<file path="src/sv/wsfd_pkg.sv">
`default_nettype none
package wsfd_pkg;

	typedef enum logic [2:0] {
		PH_HDR0  = 3'd0,
		PH_HDR1  = 3'd1,
		PH_EXT16 = 3'd2,
		PH_EXT64 = 3'd3,
		PH_KEY   = 3'd4,
		PH_DATA  = 3'd5,
		PH_DONE  = 3'd6
	} phase_t;

	typedef enum logic [1:0] {
		KIND_BYTE  = 2'd0,
		KIND_EMPTY = 2'd1,
		KIND_ERROR = 2'd2
	} kind_t;

	localparam logic [6:0] LEN_EXT16 = 7'd126;
	localparam logic [6:0] LEN_EXT64 = 7'd127;
	localparam logic [2:0] EXT16_LAST = 3'd1;
	localparam logic [2:0] EXT64_LAST = 3'd7;
	localparam logic [2:0] KEY_LAST = 3'd3;

	typedef struct packed {
		phase_t      phase;
		logic [7:0]  header_bits;
		logic        mask_flag;
		logic [63:0] remaining_length;
		logic [2:0]  field_byte_count;
		logic [31:0] mask_key;
		logic [1:0]  key_index;
	} wsfd_state_t;

	localparam wsfd_state_t STATE_RESET = '{
		phase: PH_HDR0,
		header_bits: 8'd0,
		mask_flag: 1'b0,
		remaining_length: 64'd0,
		field_byte_count: 3'd0,
		mask_key: 32'd0,
		key_index: 2'd0
	};

	typedef struct packed {
		kind_t      kind;
		logic [7:0] payload_byte;
		logic       final_fragment;
		logic [2:0] reserved_bits;
		logic [3:0] frame_opcode;
		logic       was_masked;
		logic       last_of_frame;
	} wsfd_result_t;

endpackage
`default_nettype wire

</file>
<file path="src/sv/websocket_frame_decoder_core.sv">
// Path: an accepted byte is held in the input register; its word, if any, is then
// registered into the result register, from which it is offered on out_valid.
// Throughput: one byte per cycle. A stalled result word lets one more byte into the
// input register, then in_ready drops (it follows out_ready combinationally). The
// 64-bit length count and header parse sit in one stage between the two registers.
// Reset (arst_n low, asynchronous): parser returns to the first header byte,
// all stage and result valids clear. Parser state also resets at buffer end.
`default_nettype none
module websocket_frame_decoder_core (
	input  wire logic       clk,
	input  wire logic       arst_n,
	input  wire logic       in_valid,
	output logic            in_ready,
	input  wire logic [7:0] data_byte,
	input  wire logic       end_of_buffer,
	output logic            out_valid,
	input  wire logic       out_ready,
	output logic [1:0]      kind,
	output logic [7:0]      payload_byte,
	output logic            final_fragment,
	output logic [2:0]      reserved_bits,
	output logic [3:0]      frame_opcode,
	output logic            was_masked,
	output logic            last_of_frame
);
	import wsfd_pkg::*;

	logic         valid_s1;
	logic [7:0]   data_s1;
	logic         eob_s1;
	wsfd_state_t  state_q;
	wsfd_state_t  state_next;
	logic         res_valid;
	wsfd_result_t res;
	logic         out_valid_q;
	wsfd_result_t res_q;
	logic         advance;

	assign advance = valid_s1 && (!out_valid_q || out_ready);
	assign in_ready = !valid_s1 || advance;

	wsfd_step u_step (
		.state         (state_q),
		.data_byte     (data_s1),
		.end_of_buffer (eob_s1),
		.state_next    (state_next),
		.res_valid     (res_valid),
		.res           (res)
	);

	always_ff @(posedge clk or negedge arst_n) begin
		if (!arst_n) begin
			valid_s1 <= 1'b0;
			state_q <= STATE_RESET;
			out_valid_q <= 1'b0;
		end else begin
			if (in_ready) begin
				valid_s1 <= in_valid;
			end
			if (advance) begin
				state_q <= state_next;
				out_valid_q <= res_valid;
			end else if (out_ready) begin
				out_valid_q <= 1'b0;
			end
		end
	end

	always_ff @(posedge clk) begin
		if (in_ready && in_valid) begin
			data_s1 <= data_byte;
			eob_s1 <= end_of_buffer;
		end
		if (advance && res_valid) begin
			res_q <= res;
		end
	end

	assign out_valid = out_valid_q;
	assign kind = res_q.kind;
	assign payload_byte = res_q.payload_byte;
	assign final_fragment = res_q.final_fragment;
	assign reserved_bits = res_q.reserved_bits;
	assign frame_opcode = res_q.frame_opcode;
	assign was_masked = res_q.was_masked;
	assign last_of_frame = res_q.last_of_frame;

endmodule
`default_nettype wire

</file>
<file path="src/sv/wsfd_step.sv">
`default_nettype none
module wsfd_step (
	input  wsfd_pkg::wsfd_state_t  state,
	input  logic [7:0]             data_byte,
	input  logic                   end_of_buffer,
	output wsfd_pkg::wsfd_state_t  state_next,
	output logic                   res_valid,
	output wsfd_pkg::wsfd_result_t res
);
	import wsfd_pkg::*;

	always_comb begin
		wsfd_state_t st;
		logic        emit;
		kind_t       knd;
		logic [7:0]  val;
		logic        last;
		logic [2:0]  lim;
		logic [7:0]  kbyte;

		st = state;
		emit = 1'b0;
		knd = KIND_BYTE;
		val = 8'd0;
		last = 1'b0;
		lim = (state.phase == PH_EXT16) ? EXT16_LAST : EXT64_LAST;
		case (state.key_index)
			2'd0: kbyte = state.mask_key[31:24];
			2'd1: kbyte = state.mask_key[23:16];
			2'd2: kbyte = state.mask_key[15:8];
			default: kbyte = state.mask_key[7:0];
		endcase

		case (state.phase)
			PH_HDR0: begin
				st.header_bits = data_byte;
				st.phase = PH_HDR1;
			end
			PH_HDR1: begin
				st.mask_flag = data_byte[7];
				st.field_byte_count = 3'd0;
				st.remaining_length = 64'd0;
				if (data_byte[6:0] == LEN_EXT16) begin
					st.phase = PH_EXT16;
				end else if (data_byte[6:0] == LEN_EXT64) begin
					st.phase = PH_EXT64;
				end else begin
					st.remaining_length = {57'd0, data_byte[6:0]};
					if (data_byte[7]) begin
						st.phase = PH_KEY;
					end else if (data_byte[6:0] == 7'd0) begin
						st.phase = PH_DONE;
						emit = 1'b1;
						knd = KIND_EMPTY;
						last = 1'b1;
					end else begin
						st.phase = PH_DATA;
					end
				end
			end
			PH_EXT16, PH_EXT64: begin
				st.remaining_length = {state.remaining_length[55:0], data_byte};
				if (state.field_byte_count >= lim) begin
					st.field_byte_count = 3'd0;
					if (state.mask_flag) begin
						st.phase = PH_KEY;
					end else if (st.remaining_length == 64'd0) begin
						st.phase = PH_DONE;
						emit = 1'b1;
						knd = KIND_EMPTY;
						last = 1'b1;
					end else begin
						st.phase = PH_DATA;
					end
				end else begin
					st.field_byte_count = state.field_byte_count + 3'd1;
				end
			end
			PH_KEY: begin
				st.mask_key = {state.mask_key[23:0], data_byte};
				if (state.field_byte_count >= KEY_LAST) begin
					st.field_byte_count = 3'd0;
					st.key_index = 2'd0;
					if (state.remaining_length == 64'd0) begin
						st.phase = PH_DONE;
						emit = 1'b1;
						knd = KIND_EMPTY;
						last = 1'b1;
					end else begin
						st.phase = PH_DATA;
					end
				end else begin
					st.field_byte_count = state.field_byte_count + 3'd1;
				end
			end
			PH_DATA: begin
				val = data_byte;
				if (state.mask_flag) begin
					val = data_byte ^ kbyte;
					st.key_index = state.key_index + 2'd1;
				end
				st.remaining_length = state.remaining_length - 64'd1;
				emit = 1'b1;
				knd = KIND_BYTE;
				last = (state.remaining_length == 64'd1);
				if (last) begin
					st.phase = PH_DONE;
				end
			end
			default: begin
				st.phase = PH_DONE;
			end
		endcase

		res.kind = knd;
		res.payload_byte = val;
		res.final_fragment = st.header_bits[7];
		res.reserved_bits = st.header_bits[6:4];
		res.frame_opcode = st.header_bits[3:0];
		res.was_masked = st.mask_flag;
		res.last_of_frame = last;

		if (end_of_buffer) begin
			// frame not finished by buffer end: error word replaces anything else
			if (st.phase != PH_DONE) begin
				emit = 1'b1;
				res = '0;
				res.kind = KIND_ERROR;
				res.last_of_frame = 1'b1;
			end
			st = STATE_RESET;
		end

		state_next = st;
		res_valid = emit;
	end

endmodule
`default_nettype wire

</file>
<file path="config.mk">
export PLATFORM = sky130hd
export DESIGN_NAME = websocket_frame_decoder_core
export DESIGN_NICKNAME = d
export VERILOG_FILES = /design/src/sv/wsfd_pkg.sv /design/src/sv/websocket_frame_decoder_core.sv /design/src/sv/wsfd_step.sv
export SDC_FILE = /design/constraint.sdc
export NUM_CORES = 1
export LEC_CHECK = 0
export BUFFER_PORTS_ARGS = -buffer_cell sky130_fd_sc_hd__buf_2
export CELL_PAD_IN_SITES_DETAIL_PLACEMENT = 1
export CELL_PAD_IN_SITES_GLOBAL_PLACEMENT = 1
export CORE_ASPECT_RATIO = 1.2
export CORE_UTILIZATION = 40
export DETAILED_ROUTE_END_ITERATION = 12
export PLACE_DENSITY_LB_ADDON = 0.1
export SETUP_SLACK_MARGIN = 0.15
export SYNTH_ARGS = -nofsm -noshare
export SYNTH_HDL_FRONTEND = slang
export SYNTH_SLANG_ARGS = --single-unit
export TNS_END_PERCENT = 10
</file>
<file path="constraint.sdc">
create_clock -name clk -period 4 [get_ports clk]
set_input_delay 0.4 -clock clk [delete_from_list [all_inputs] [get_ports clk]]
set_output_delay 0.4 -clock clk [all_outputs]
set_load 0.02 [all_outputs]
</file>
* Word-level counts from Yosys, hierarchy flattened
Cells that the tools add are included.
Storage, ports and cells: register bits after elaboration 144, input bits 13, output and inout port bits 22, logic and storage cells 114
Operators by class: add/sub/neg operators 3, order comparisons 2, equal/unequal tests 13, multiplexer cells 55, bitwise gates (word level) 1, reductions and logical operators 22
Operators by type and width (number):
- case mux 64 bit (3 select lines) | 1
- logical NOT 64 bit | 2
- two-way mux 113 bit | 1
- == test 64 x 1 -> 1 bit, second input constant | 1
- two-way mux 64 bit | 1
- subtractor 64 x 1 -> 64 bit, second input constant | 1
- two-way mux 20 bit | 2
- two-way mux 32 bit | 1
- two-way mux 3 bit | 9
- two-way mux 2 bit | 12
- two-way mux 8 bit | 3
- case mux 8 bit (3 select lines) | 1
- two-way mux 1 bit | 17
- case mux 3 bit (5 select lines) | 1
- == test 7 bit, second input constant | 2
- case mux 3 bit (3 select lines) | 1
- case mux 1 bit (4 select lines) | 2
- nonzero test 4 bit | 2
- bitwise XOR 8 bit | 1
- logical NOT 7 bit | 1
- two-way mux 7 bit | 1
- == test 3 x 2 -> 1 bit, second input constant | 2
- == test 3 bit, second input constant | 2
- != test 3 bit, second input constant | 2
- 20 further kinds | 27

* Longest topological paths before layout
depth after elaboration 10, mapped depth 9, mapped depth without buffers 8

* Hierarchy
A second synthesis with hierarchy kept.
Second synthesis, totals: cell total of the unflattened synthesis 1091, area, all modules 10004.6 µm²
Modules (own cells, without submodules):
- websocket_frame_decoder_core | times used 1, cells an instance 278, area each 5517.8 µm²
- wsfd_step | times used 1, cells an instance 813, area each 4486.8 µm²

* Worst setup path after synthesis
OpenSTA, ideal clock, no wires.
path kind reg2reg, start register state_q[71] (netlist bit), end register res_q, in the netlist final_fragment, enable pin, library setup time 0.409 ns, arrival time 3.202 ns, required time 3.591 ns, path slack 0.389 ns, cell stages (with the launch flop) 8, buffers on the path 1, cell sequence dfrtp_1 -> or4_1 -> buf_2 -> or3_4 -> nor4_4 -> o211a_1 -> nor2_1 -> a31oi_1
Between the ends: longest elaborated chain between the ends 9, elaborated cells between the ends (all ways) 20, classes of those cells 2 x eq/ne; 15 x mux; 3 x reduce/logical
RTL lines:
- start: declaration | line websocket_frame_decoder_core.sv:31 | wsfd_state_t state_q;
- start signal: assignment | line websocket_frame_decoder_core.sv:61 | state_q <= state_next;
- logical NOT 64 bit | line wsfd_step.sv:67 | end else if (st.remaining_length == 64'd0) begin
- two-way mux 2 bit | line wsfd_step.sv:67
- two-way mux 3 bit | line wsfd_step.sv:65 | if (state.mask_flag) begin
- two-way mux 3 bit | line wsfd_step.sv:63 | if (state.field_byte_count >= lim) begin
- case mux 3 bit (5 select lines) | line wsfd_step.sv:34 | case (state.phase)
- != test 3 bit | line wsfd_step.sv:125 | if (st.phase != PH_DONE) begin
- two-way mux 1 bit | line wsfd_step.sv:125
- two-way mux 1 bit (*) | line wsfd_step.sv:123 | if (end_of_buffer) begin
- logical AND 1 bit (*) | line websocket_frame_decoder_core.sv:74 | if (advance && res_valid) begin
- end signal: assignment | line websocket_frame_decoder_core.sv:75 | res_q <= res;
- end: declaration | line websocket_frame_decoder_core.sv:36 | wsfd_result_t res_q;
Mark *: on every way between the ends. The rest lies on a longest branch, timed or not. A chain may end at the register's enable or synchronous reset.

* Worst setup path in the final report
start register state_q[72] (netlist bit), end register res_q, in the netlist kind[0], enable pin
Same word-level chain as after synthesis.

==> metrics.md <==
| Metric | Value |
|---|---|
| Status | finished clean |
| Number of CTS-inserted buffers | 17 |
| Adder-cell share of the synthesized area | 1.428% |
| Post-CTS setup buffers | 0 |
| Sequential element share of the synthesized area | 47.53% |
| Synth Area in Compound Gates | 23.11% |
| Yosys top cell area share | 36.48% |
| Slew Viols, Final | 0 |
| Reg area | 3749 um2 |
| Io pins | 35 |
| Area growth, synth to finish | 13.10% |
| Layout cells sized above 1 | 12.47% |
| Routed wire per std cell | 22.19 um |
| Clock tree buffer depth | 2 |
| Async S/R FF share, synth | 79.86% |
| Largest family of logic cells by synthesized area | compound AO/OA/AOI/OAI gates |
| Worst skew pair latency | 0.43 ns |
| CP max FO | 12 |
| Post-cts resize count | 0 |
| Actual transition at the worst max-transition pin | 1.092 ns |
| RSZ-0062 raised after global routing | false |
| Die area | 20290 um2 |
| Clock-pin slew on the worst setup and hold paths | 0.07 ns |
| Tmin final | 3.456 ns |
| Via count | 7049 |
| Critical Path Sink Type | flip-flop |
| Total congestion overflow | 0 |
| Pleak | 3.814 nW |
| Mean Syn Cell Area | 9.290 um2 |
| IO buf count | 34 |
| Dpl cells | 1098 |
| Final Hold Viols | 0 |
| CTS Sinks | 144 |
| Die X | 130.2 um |
| Yosys top cell by area | dfrtp_1 |
| Number of global-route vias before repair | 7456 |
| WS Path Type | reg2reg |
| Pre-CTS setup slack | 0.5640 ns |
| Leading cell types in the layout, fill and taps excluded | nand2_1 (118), dfrtp_1 (115), o21ai_0 (83) |
| Die Ht | 155.8 um |
| Yosys cell types | 63 |
| Worst hold path type | in2async |
| Synth Warn # | 0 |
| Cts hold-fix bufs | 0 |
| Initial antenna violation count | 0 |
| Nets | 883 |
| Leading cell type in the layout, fill and taps excluded | nand2_1 |
| Final Cycle Share | 86.39% |
| Htree depth | 4 |
| Rel. slew slack | 26.61% |
| Max IR drop VDD | 0.3655 mV |
| Fmax achieved | 289.4 MHz |
| Setup tns final | 0 ns |
| DRT iter0 DRCs | 466 |
| Drt drc | 0 |
| Setup-failing EPs final | 0 |
| Routability cong. | 0.8977 |
| Leading post-synthesis cells by cell area | dfrtp_1 (36%), edfxtp_1 (11%), nand2_1 (5.6%), o21ai_0 (5.3%), a22o_1 (3.8%) |
| Post-synthesis cell area | 7888 um2 |
| WP data arrival | 3.58 ns |
| Xor/xnor cell area share of the yosys netlist | 2.110% |
| Final worst slack | 0.5444 ns |
| Multiplexer share of the synthesized area | 0.2697% |
| Fillcell total | 2181 |
| Initial core utilization | 41.38% |
| DRT antenna net count | 0 |
| Max-cap check violation count | 0 |
| Routed WL | 25070 um |
| Synth Area in Simple Gates | 22.26% |
| Largest net degree at the start of global routing | 66 |
| CTS tree | done |
| Synthesized instance count | 849 |
| Gr usage total | 26.19% |
| DP HPWL | 16690 um |
| Synthesized Nets | 871 |
| Row cnt | 55 |
| Post-Layout Cell Count | 1130 |
| Clock Skew | 0.01180 ns |
| Final Util | 46.80% |
| Seq cells post-synth | 144 |
| CTS root buffer | clkbuf_16 |
| Core Box Area | 19060 um2 |
| Required @ worst endpoint | 4.12 ns |
| Drt pass-1 iters | 5 |
| Crit path launch type | flip-flop |
| Top FF cell, synth | dfrtp_1 |
| EDFF count, synth | 29 |
| Number of diodes | 0 |
| Post-DR vias/cell | 6.238 |
| Global-route wire length before repair | 40970 um |
| PD cells | 675.3 nW/um2 |
| Footprint of the multi-input gates | 3910 um2 |
==> final timing paths <==
path / cells past startpoint / slack [ns] / end / start
max in group asynchronous: 2 / 3.15 / state_q[69] / arst_n
min: 1 / 0.01 / state_q[27] / arst_n
max reg2reg: 7 / 0.54 / kind[0] / state_q[72]
min reg2reg: 2 / 0.49 / state_q[102] / state_q[102]
min in group clk: 1 / 0.16 / data_s1[6] / data_byte[6]
max: 7 / 0.54 / kind[0] / state_q[72]
==> sequential cells by signal, summed over array words and instances (netlist names) <==
| name | cells |
|---|---|
| payload_byte | 8 |
| state_q | 113 |
| kind | 2 |
| frame_opcode | 4 |
| reserved_bits | 3 |
| final_fragment | 1 |
| out_valid | 1 |
| last_of_frame | 1 |
| was_masked | 1 |
| valid_s1 | 1 |
| data_s1 | 8 |
| eob_s1 | 1 |
==> critical path: stages (launching register included) <==
cell and delay (ns):
dfrtp_1 0.43, or4_1 0.62, or3_4 0.44, nor4_4 0.35, o211a_1 0.31, nor2_1 0.11
a31oi_2 0.54, buf_4 0.33
==> cells by family (layout without fill, tap and decap cells) <==
group                      Yosys count  count (layout)
and+or+nand+nor                    341             341
xor gates and xnor gates            19              19
AOI/OAI and AO/OA                  266             266
adders and majority gates            9               9
muxes                                2               2
buffers and inverters               68              93
DFF                                144             144
==> synth_stat cells (3+ instances only) <==
| cell type | number |
|---|---|
| nor4_1 | 16 |
| nand3_1 | 30 |
| a21boi_0 | 8 |
| dfrtp_1 | 115 |
| nand4_1 | 10 |
| nor3_1 | 32 |
| clkbuf_1 | 54 |
| nor4_2 | 3 |
| a211oi_1 | 3 |
| ha_1 | 9 |
| and3_1 | 6 |
| nand2b_1 | 7 |
| o21ai_1 | 3 |
| a31oi_1 | 6 |
| edfxtp_1 | 29 |
| a22o_1 | 34 |
| nor4_4 | 4 |
| o311ai_0 | 12 |
| a21oi_1 | 36 |
| o22ai_1 | 6 |
| a221o_1 | 13 |
| or4_1 | 9 |
| nand2_1 | 118 |
| and2_1 | 5 |
| nor2_1 | 58 |
| buf_2 | 4 |
| inv_1 | 8 |
| a22oi_1 | 29 |
| a32oi_1 | 6 |
| xor2_1 | 7 |
| a222oi_1 | 8 |
| o21ai_0 | 83 |
| xnor2_1 | 12 |
| or3_1 | 25 |
| o31a_1 | 3 |
==> metrics by stage <==
step / total power, mW / cell area (um2) / hold WS (ns)
CTS: 6.035 / 8921 / 0.04220
floorplan: 3.647 / 7888 / 0.1044
global placement: 4.352 / 8337 / 0.4636
detailed placement: 4.422 / 8337 / 0.4708
global route: 6.390 / 8921 / 0.05926
finish: 6.024 / 8921 / 0.01144
==> report_power, final <==
part	total (mW)	switching [mW]	internal, mW
clock	1.59	0.728	0.863
sequential	1.97	0.264	1.71
combinational	2.46	1.65	0.809
total	6.02	2.65	3.38
==> cell type report <==
class,instances,share of cell area (%)
multi-input combinational,637,43.83
sequential,144,42.02
clock buffer,18,5.049
timing repair buffer,53,3.675
tap,256,3.590
clock inverter,14,1.501
inverter,8,0.3366
==> metal layers <==
layer,track usage (%),part of all wire [%]
met5,0,0
met4,7.807,1.5
met3,3.189,2.9
met2,46.15,51
met1,33.16,44
(Power assumes the default switching activity.)
